===== src/rtl/rgbcc_pkg.sv =====
`timescale 1ns / 1ps
// Package for the RGB color classifier: item types, register indexes and
// fixed constants. Used by every file of the block; depends on nothing.
package rgbcc_pkg;

  localparam int NumRefs = 6;
  localparam int IdxW    = 3;

  // Register indexes of the configuration port.
  typedef enum logic [2:0] {
    CfgRef0    = 3'd0,
    CfgRef1    = 3'd1,
    CfgRef2    = 3'd2,
    CfgRef3    = 3'd3,
    CfgRef4    = 3'd4,
    CfgRef5    = 3'd5,
    CfgTolStep = 3'd6,
    CfgMaxTol  = 3'd7
  } cfg_idx_e;

  localparam logic [7:0] TolStepReset = 8'd5;
  localparam logic [7:0] MaxTolReset  = 8'd50;

  // One reference color, each channel unsigned 8.8, red in the top bits.
  typedef struct packed {
    logic [15:0] red;
    logic [15:0] green;
    logic [15:0] blue;
  } ref_color_t;

  typedef struct packed {
    logic [7:0] red;
    logic [7:0] green;
    logic [7:0] blue;
  } in_item_t;

  typedef struct packed {
    logic [IdxW-1:0] color_index;
    logic            found;
    logic [7:0]      tolerance_used;
  } out_item_t;

endpackage


===== src/rtl/rgbcc_match.sv =====
`timescale 1ns / 1ps
// Parallel tolerance test of one round's channel totals against all
// reference colors, with a priority pick of the lowest matching index.
// Depends on rgbcc_pkg.
module rgbcc_match #(
  parameter int SamplesPerRound = 8,
  parameter int TotW            = 11
) (
  input  logic [TotW-1:0]          red_tot_i,
  input  logic [TotW-1:0]          green_tot_i,
  input  logic [TotW-1:0]          blue_tot_i,
  input  logic [7:0]               tol_i,
  input  rgbcc_pkg::ref_color_t    refs_i [rgbcc_pkg::NumRefs],
  output logic                     hit_o,
  output logic [rgbcc_pkg::IdxW-1:0] idx_o
);

  // Every scaled quantity stays below 65536 * SamplesPerRound.
  localparam int CW = 17 + $clog2(SamplesPerRound);
  localparam logic [CW-1:0] NScale = CW'(SamplesPerRound);

  logic [CW-1:0] red_sc, green_sc, blue_sc, limit;
  logic [rgbcc_pkg::NumRefs-1:0] close;

  // Distance of total*256 from ref*N, checked against tol*256*N.
  function automatic logic chan_close(input logic [CW-1:0] tot_sc,
                                      input logic [15:0]   ref88,
                                      input logic [CW-1:0] lim);
    logic [CW-1:0] ref_sc;
    logic [CW-1:0] gap;
    ref_sc = CW'(ref88) * NScale;
    gap    = (tot_sc > ref_sc) ? (tot_sc - ref_sc) : (ref_sc - tot_sc);
    return gap <= lim;
  endfunction

  assign red_sc   = CW'({red_tot_i, 8'h00});
  assign green_sc = CW'({green_tot_i, 8'h00});
  assign blue_sc  = CW'({blue_tot_i, 8'h00});
  assign limit    = CW'({tol_i, 8'h00}) * NScale;

  always_comb begin
    for (int i = 0; i < rgbcc_pkg::NumRefs; i++) begin
      close[i] = chan_close(red_sc, refs_i[i].red, limit) &&
                 chan_close(green_sc, refs_i[i].green, limit) &&
                 chan_close(blue_sc, refs_i[i].blue, limit);
    end
  end

  // Lowest index wins, so scan from the top down.
  always_comb begin
    idx_o = '0;
    for (int i = rgbcc_pkg::NumRefs - 1; i >= 0; i--) begin
      if (close[i]) begin
        idx_o = rgbcc_pkg::IdxW'(i);
      end
    end
  end

  assign hit_o = |close;

endmodule


===== src/rtl/rgb_color_classifier_unit.sv =====
`timescale 1ns / 1ps
// RGB color classifier top level: sample accumulation, round control and
// output register. Depends on rgbcc_pkg and rgbcc_match.
//
// Usage: each input item is one 8-bit RGB sensor sample. Samples are summed
// per channel over rounds of SAMPLES_PER_ROUND items. At the end of a round
// the totals are tested against six reference colors with the current
// per-channel tolerance. A match gives a result item with found set; a
// round without a match grows the tolerance by tolerance_step, and once the
// tolerance would reach max_tolerance an invalid result item is given. In
// both cases the tolerance returns to zero. Other rounds give no item.
// Input side: an item is taken on every cycle where in_valid_i is high and
// in_stall_o is low, so one sample per cycle is sustained. The last sample
// of a round moves the totals into a round register; the comparison runs
// from there once the output register is free or draining, and a round that
// gives a result item writes it into the output register, which drives
// out_valid_o and out_item_o.
// Output side: out_valid_o and out_item_o hold while out_stall_i is high.
// A finished round waits in the round register while the output register
// is stalled full; only then is in_stall_o raised.
// Reset clears the totals, sample count, tolerance and both valid flags;
// the references reset to zero, the step to 5 and the maximum to 50.
// Configuration writes are always taken (cfg_ready_o is tied high).
module rgb_color_classifier_unit #(
  parameter int SAMPLES_PER_ROUND = 8
) (
  input  logic                 clk_i,
  input  logic                 rst_ni,
  input  logic                 in_valid_i,
  output logic                 in_stall_o,
  input  rgbcc_pkg::in_item_t  in_item_i,
  output logic                 out_valid_o,
  input  logic                 out_stall_i,
  output rgbcc_pkg::out_item_t out_item_o,
  input  logic                 cfg_valid_i,
  output logic                 cfg_ready_o,
  input  rgbcc_pkg::cfg_idx_e  cfg_index_i,
  input  logic [47:0]          cfg_data_i
);

  // A round total holds up to 255 * SAMPLES_PER_ROUND.
  localparam int TotW = $clog2(255 * SAMPLES_PER_ROUND + 1);
  localparam int CntW = (SAMPLES_PER_ROUND > 1) ? $clog2(SAMPLES_PER_ROUND) : 1;
  localparam logic [CntW-1:0] LastCnt = CntW'(SAMPLES_PER_ROUND - 1);

  // Configuration registers.
  rgbcc_pkg::ref_color_t refs_q [rgbcc_pkg::NumRefs];
  logic [7:0] step_q, max_q;

  assign cfg_ready_o = 1'b1;

  always_ff @(posedge clk_i or negedge rst_ni) begin
    if (!rst_ni) begin
      for (int i = 0; i < rgbcc_pkg::NumRefs; i++) begin
        refs_q[i] <= '0;
      end
      step_q <= rgbcc_pkg::TolStepReset;
      max_q  <= rgbcc_pkg::MaxTolReset;
    end else if (cfg_valid_i) begin
      unique case (cfg_index_i)
        rgbcc_pkg::CfgRef0, rgbcc_pkg::CfgRef1, rgbcc_pkg::CfgRef2,
        rgbcc_pkg::CfgRef3, rgbcc_pkg::CfgRef4, rgbcc_pkg::CfgRef5: begin
          refs_q[cfg_index_i] <= cfg_data_i;
        end
        rgbcc_pkg::CfgTolStep: begin
          step_q <= cfg_data_i[7:0];
        end
        rgbcc_pkg::CfgMaxTol: begin
          max_q <= cfg_data_i[7:0];
        end
        default: begin
        end
      endcase
    end
  end

  // Accumulation stage.
  logic [TotW-1:0] red_tot_q, green_tot_q, blue_tot_q;
  logic [TotW-1:0] red_add, green_add, blue_add;
  logic [CntW-1:0] cnt_q;
  logic            in_fire, last_sample;

  // Round register: totals of a finished round waiting for comparison.
  logic            rnd_vld_q, rnd_vld_d;
  logic [TotW-1:0] rnd_red_q, rnd_green_q, rnd_blue_q;

  // Comparison stage.
  logic            cmp_fire;
  logic [7:0]      tol_q, tol_d;
  logic [8:0]      tol_next;
  logic            tol_ok, give_up, hit, raw_hit, emit;
  logic [rgbcc_pkg::IdxW-1:0] hit_idx;

  logic                 out_vld_q, out_vld_d;
  rgbcc_pkg::out_item_t out_item_q;

  // The comparison runs when the output register is free or draining.
  assign cmp_fire   = rnd_vld_q && (!out_vld_q || !out_stall_i);
  assign in_stall_o = rnd_vld_q && !cmp_fire;
  assign in_fire    = in_valid_i && !in_stall_o;
  assign last_sample = (cnt_q == LastCnt);

  assign red_add   = red_tot_q + TotW'(in_item_i.red);
  assign green_add = green_tot_q + TotW'(in_item_i.green);
  assign blue_add  = blue_tot_q + TotW'(in_item_i.blue);

  always_ff @(posedge clk_i or negedge rst_ni) begin
    if (!rst_ni) begin
      red_tot_q   <= '0;
      green_tot_q <= '0;
      blue_tot_q  <= '0;
      cnt_q       <= '0;
    end else if (in_fire) begin
      if (last_sample) begin
        red_tot_q   <= '0;
        green_tot_q <= '0;
        blue_tot_q  <= '0;
        cnt_q       <= '0;
      end else begin
        red_tot_q   <= red_add;
        green_tot_q <= green_add;
        blue_tot_q  <= blue_add;
        cnt_q       <= cnt_q + CntW'(1);
      end
    end
  end

  always_comb begin
    rnd_vld_d = rnd_vld_q;
    if (cmp_fire) begin
      rnd_vld_d = 1'b0;
    end
    if (in_fire && last_sample) begin
      rnd_vld_d = 1'b1;
    end
  end

  always_ff @(posedge clk_i or negedge rst_ni) begin
    if (!rst_ni) begin
      rnd_vld_q <= 1'b0;
    end else begin
      rnd_vld_q <= rnd_vld_d;
    end
  end

  always_ff @(posedge clk_i) begin
    if (in_fire && last_sample) begin
      rnd_red_q   <= red_add;
      rnd_green_q <= green_add;
      rnd_blue_q  <= blue_add;
    end
  end

  rgbcc_match #(
    .SamplesPerRound(SAMPLES_PER_ROUND),
    .TotW           (TotW)
  ) u_match (
    .red_tot_i  (rnd_red_q),
    .green_tot_i(rnd_green_q),
    .blue_tot_i (rnd_blue_q),
    .tol_i      (tol_q),
    .refs_i     (refs_q),
    .hit_o      (raw_hit),
    .idx_o      (hit_idx)
  );

  // A round is only compared while the tolerance is below the maximum.
  // The search gives up when tol_ok fails or the grown tolerance would reach the maximum.
  assign tol_ok   = tol_q < max_q;
  assign hit      = tol_ok && raw_hit;
  assign tol_next = {1'b0, tol_q} + {1'b0, step_q};
  assign give_up  = !tol_ok || (tol_next >= {1'b0, max_q});
  assign emit     = cmp_fire && (hit || give_up);

  always_comb begin
    tol_d = tol_q;
    if (cmp_fire) begin
      tol_d = (hit || give_up) ? 8'd0 : tol_next[7:0];
    end
  end

  always_comb begin
    out_vld_d = out_vld_q;
    if (emit) begin
      out_vld_d = 1'b1;
    end else if (!out_stall_i) begin
      out_vld_d = 1'b0;
    end
  end

  always_ff @(posedge clk_i or negedge rst_ni) begin
    if (!rst_ni) begin
      tol_q     <= '0;
      out_vld_q <= 1'b0;
    end else begin
      tol_q     <= tol_d;
      out_vld_q <= out_vld_d;
    end
  end

  always_ff @(posedge clk_i) begin
    if (emit) begin
      out_item_q.color_index    <= hit ? hit_idx : '0;
      out_item_q.found          <= hit;
      out_item_q.tolerance_used <= tol_q;
    end
  end

  assign out_valid_o = out_vld_q;
  assign out_item_o  = out_item_q;

endmodule


===== config.mk =====
export PLATFORM = sky130hd
export DESIGN_NAME = rgb_color_classifier_unit
export DESIGN_NICKNAME = d
export VERILOG_FILES = /design/src/rtl/rgbcc_pkg.sv /design/src/rtl/rgbcc_match.sv /design/src/rtl/rgb_color_classifier_unit.sv
export SDC_FILE = /design/constraint.sdc
export NUM_CORES = 1
export LEC_CHECK = 0
export BUFFER_PORTS_ARGS = -buffer_cell sky130_fd_sc_hd__buf_2
export CORE_UTILIZATION = 30
export DETAILED_ROUTE_END_ITERATION = 12
export HOLD_SLACK_MARGIN = 0.08
export SYNTH_ARGS = -nofsm -noshare
export SYNTH_HDL_FRONTEND = slang
export SYNTH_SLANG_ARGS = --single-unit

===== constraint.sdc =====
create_clock -name clk_i -period 9.65 [get_ports clk_i]
set_input_delay 0 -clock clk_i [delete_from_list [all_inputs] [get_ports clk_i]]
set_output_delay 0 -clock clk_i [all_outputs]
set_load 0.005 [all_outputs]

==> flow_summary_export.csv <==
group,metric,value,unit
sta,hold_viol,0,
grt,busiest_layer,"met2",
layout,final_nets,5022,
clocking,cts_sinks,395,
synthesis,syn_area,0.0376,mm²
grt,use_met2,31.8,%
sta,setup_violations,0,
power,p_seq_share,20.8,%
detailed_routing,drt_pre_antenna_iters,7,
synthesis,syn_nets,4929,
layout,final_cell_mix,"581 x ha_1, 355 x nand2_1, 354 x inv_1, 351 x o21ai_0, 344 x dfrtp_1",
grt,grt_max_degree,136,
setup_path,r2r_start,"rnd_blue_q[0]",
clocking,cts_tree,"built",
detailed_routing,drc,0,
detailed_routing,viasPerCell,5.38,
detailed_routing,vias,32400,
placed_design,dp.final_hpwl,89900,µm
layout,layout-drive-gt1-share,11.2,%
sta,post-route-period-util,75.7,%
setup_path,r2r_setup_slack,2340,ps
setup_path,crit_end,"out_item_o[2]",
grt,grt_pass1_wl,189000,µm
setup_path,r2r_end,"out_item_o[2]",
placed_design,place_area,0.0398,mm²
placed_design,gp_congestion,0.940,
synthesis,synth_edf_count,45,
layout,final_common_cell,"ha_1",
detailed_routing,ant_nets,0,
clocking,clk_pin_slew,70,ps
grt,global_route.usage.met3,2.28,%
detailed_routing,dr.first_iter.drc_count,2546,
sta,worst_pin_slew,1130,ps
clocking,post_cts_resize_count,0,
synthesis,ys_seq_area_share,26.9,%
setup_path,required,9940,ps
synthesis,synth_cell_types,95,
synthesis,synth_ff_type,"dfrtp_1",
setup_path,critPathLaunch,"rnd_blue_q[0]",
setup_path,r2r.worst_path.cells,23,
clocking,cts_buffers,50,
grt,grt_overflow,0,
floorplan,die-area,0.127,mm²
clocking,cts_max_path_buffers,3,
synthesis,syn-mean-instance-area,8.86,µm²
detailed_routing,routed_wl,125000,µm
detailed_routing,wl_per_cell,20.7,µm
synthesis,syn_inst,4246,
floorplan,die_y,356,µm
grt,grt_pass1_vias,31500,
layout,syn2layout_area_growth,12.7,%
sta,clock_skew,47.8,ps
synthesis,synth_top_cell_area_share,22.9,%
power,peakVddDrop,0.000144,V
synthesis,yosysTopAreaCell,"dfrtp_1",
worst_hold_path,min_path_type,"in -> reg",
floorplan,num_io_pins,95,
power,power_density,276,mW/mm²
sta,slew_headroom,24.5,%
sta,rsz0062_at_grt,"false",
power,switching_power,5.45,mW
sta,tns,0,ps
synthesis,ys_warn_count,0,
run,maxCapViolCount,0,
power,p_comb_share,62.1,%
floorplan,core-area,0.124,mm²
floorplan,initial_core_util,30.3,%
sta,maxSlewViolCount,0,
power,p_leak,19.2,nW
setup_path,arrival,7600,ps
run_status,status,"finished clean",
setup_path,endpoint_kind,"flip-flop",
setup_path,worstSetupPathType,"reg -> reg",
grt,antenna_found_initial,6,
clocking,clk_latency,650,ps
power,switching_share,46.6,%
clocking,htreeDepth,2,
power,intPower,6.26,mW
synthesis,synthArstFlopShare,88.6,%
clocking,root_buffer,"clkbuf_16",
grt,track_usage,19.3,%
synthesis,ys_seq_elements,395,
grt,use_met1,25.5,%
placed_design,port_buffers,93,
power,clkPwrFrac,17.0,%
layout,final_area,0.0424,mm²
synthesis,synth_top_cells_by_area,"dfrtp_1 23%, ha_1 19%, mux2_2 6.3%",
sta,period_needed,7310,ps
floorplan,std_cell_rows,129,
setup_path,cp_max_fo,17,
setup_path,setup.worst_path.start_class,"flip-flop",
sta,max_freq,0.137,GHz
floorplan,die_w,356,µm
==> how the worst min path moves through the flow <==
stage                    from            end  slack, ps  cells past startpoint
4_1_cts        cfg_index_i[0]       max_q[4]         90                      3
2_1_floorplan          rst_ni  blue_tot_q[0]       -300                      0
6_report       cfg_index_i[0]       max_q[4]        110                      3
5_1_grt        cfg_index_i[0]       max_q[6]        150                      3
3_5_place_dp           rst_ni    refs_q[272]        110                      1
3_3_place_gp           rst_ni     refs_q[34]        100                      1
==> per-stage QoR <==
stage | worst slack [ps] | total power, mW | instances | utilization [%] | hold slack [ps]
after detailed placement | 2340 | 9.56 | 5839 | 32.1 | 112
after CTS | 2340 | 11.7 | 6017 | 34.2 | 87.2
after global routing | 1940 | 12.6 | 6019 | 34.2 | 153
final | 2340 | 11.7 | 6021 | 34.2 | 109
after global placement | 2360 | 9.48 | 5839 | 32.1 | 104
after floorplan | 3830 | 7.56 | 4246 | - | -296
==> area by class of cell <==
type / instances / area [µm²]
inverter: 354 / 1330
multi-input combinational: 3325 / 25600
sequential: 395 / 10100
antenna: 4 / 10.0
clock inverter: 34 / 375
tap: 1637 / 2050
timing repair buffer: 213 / 1620
clock buffer: 59 / 1360
fill: 12800 / 81700
==> logic make-up (layout without fill, tap and decap cells) <==
| logic type | count (synthesis) | count (layout) | synth area share, % |
|---|---|---|---|
| adder cells (fa/ha/maj) | 603 | 603 | 20.5 |
| AND/OR/NAND/NOR | 997 | 997 | 13.2 |
| AO/OA/AOI/OAI | 1245 | 1245 | 21.2 |
| multiplexers | 288 | 288 | 8.36 |
| XOR/XNOR | 191 | 191 | 4.45 |
| flip-flops | 395 | 395 | 26.9 |
| buffers and inverters | 526 | 660 | 5.33 |
| other | 1 | 5 | 0.00997 |
==> power by group through the flow <==
stage | Clock (mW) | Sequential [mW] | Combinational [mW]
2_1_floorplan | 0 | 2.35 | 5.21
3_3_place_gp | 0 | 2.45 | 7.03
6_report | 2.00 | 2.44 | 7.27
4_1_cts | 2.04 | 2.44 | 7.21
3_5_place_dp | 0 | 2.46 | 7.10
5_1_grt | 2.10 | 2.49 | 8.05
==> cell usage after synthesis, types with 9 or more instances <==
cell type and instances:
dfrtp_1 345, o22ai_1 24, mux2_2 211, mux2i_1 77
o21ai_0 352, nand3_1 53, ha_1 581, nor4_1 12
a21oi_1 299, or3_1 11, edfxtp_1 45, and4_1 13
nor2_1 189, buf_2 12, and2_1 17, a2111oi_0 21
a21o_1 143, a221o_1 9, inv_1 354, o21bai_1 40
clkbuf_1 143, nand4b_1 9, a31oi_1 44, a211o_1 13
o21a_1 44, a21boi_0 13, fa_1 22, and3_1 34
nand2b_1 37, o221ai_1 14, a221oi_1 33, xnor2_1 125
nor2b_1 68, buf_1 14, nor3_1 52, a22o_1 21
a211oi_1 45, or4_1 11, xor2_1 66, nand4_1 73
o211ai_1 38, nand2_1 356, nand3b_1 14
==> metal layers <==
layer | vias up | wire [µm]
met5 | - | 23
met4 | 4 | 5130
met3 | 234 | 6660
met2 | 960 | 57000
met1 | 15700 | 56100
li1 | 15500 | -
==> critical path, cell delays in order (launching register included) <==
cell	delay, ps
edfxtp_1	360
buf_4	220
ha_1	360
or4b_4	520
o311a_4	350
nor4_4	350
or2_1	610
nor2b_1	100
a211o_1	310
a31oi_1	320
nand2b_1	150
a21oi_1	70
xor2_1	150
ha_1	330
o21ai_0	180
nor2_1	60
o22a_1	220
a21oi_1	160
nor2_1	160
nor4_2	720
a41oi_4	250
nand4_1	140
or4b_1	340
and2_1	520
==> registers in the layout (all words and copies together), names as in the netlist <==
signal       cells
refs_q         288
out_valid_o      1
red_tot_q       11
rnd_green_q     11
rnd_blue_q      11
cnt_q            3
rnd_red_q       11
tol_q            8
green_tot_q     11
rnd_vld_q        1
max_q            8
blue_tot_q      11
out_item_o      12
step_q           8
==> timing repair <==
item                                   CTS  global route
buffers inserted                         0             0
endpoints found under the hold margin  460             0
hold buffers                            85             0
Power figures use the tool's default switching activity.
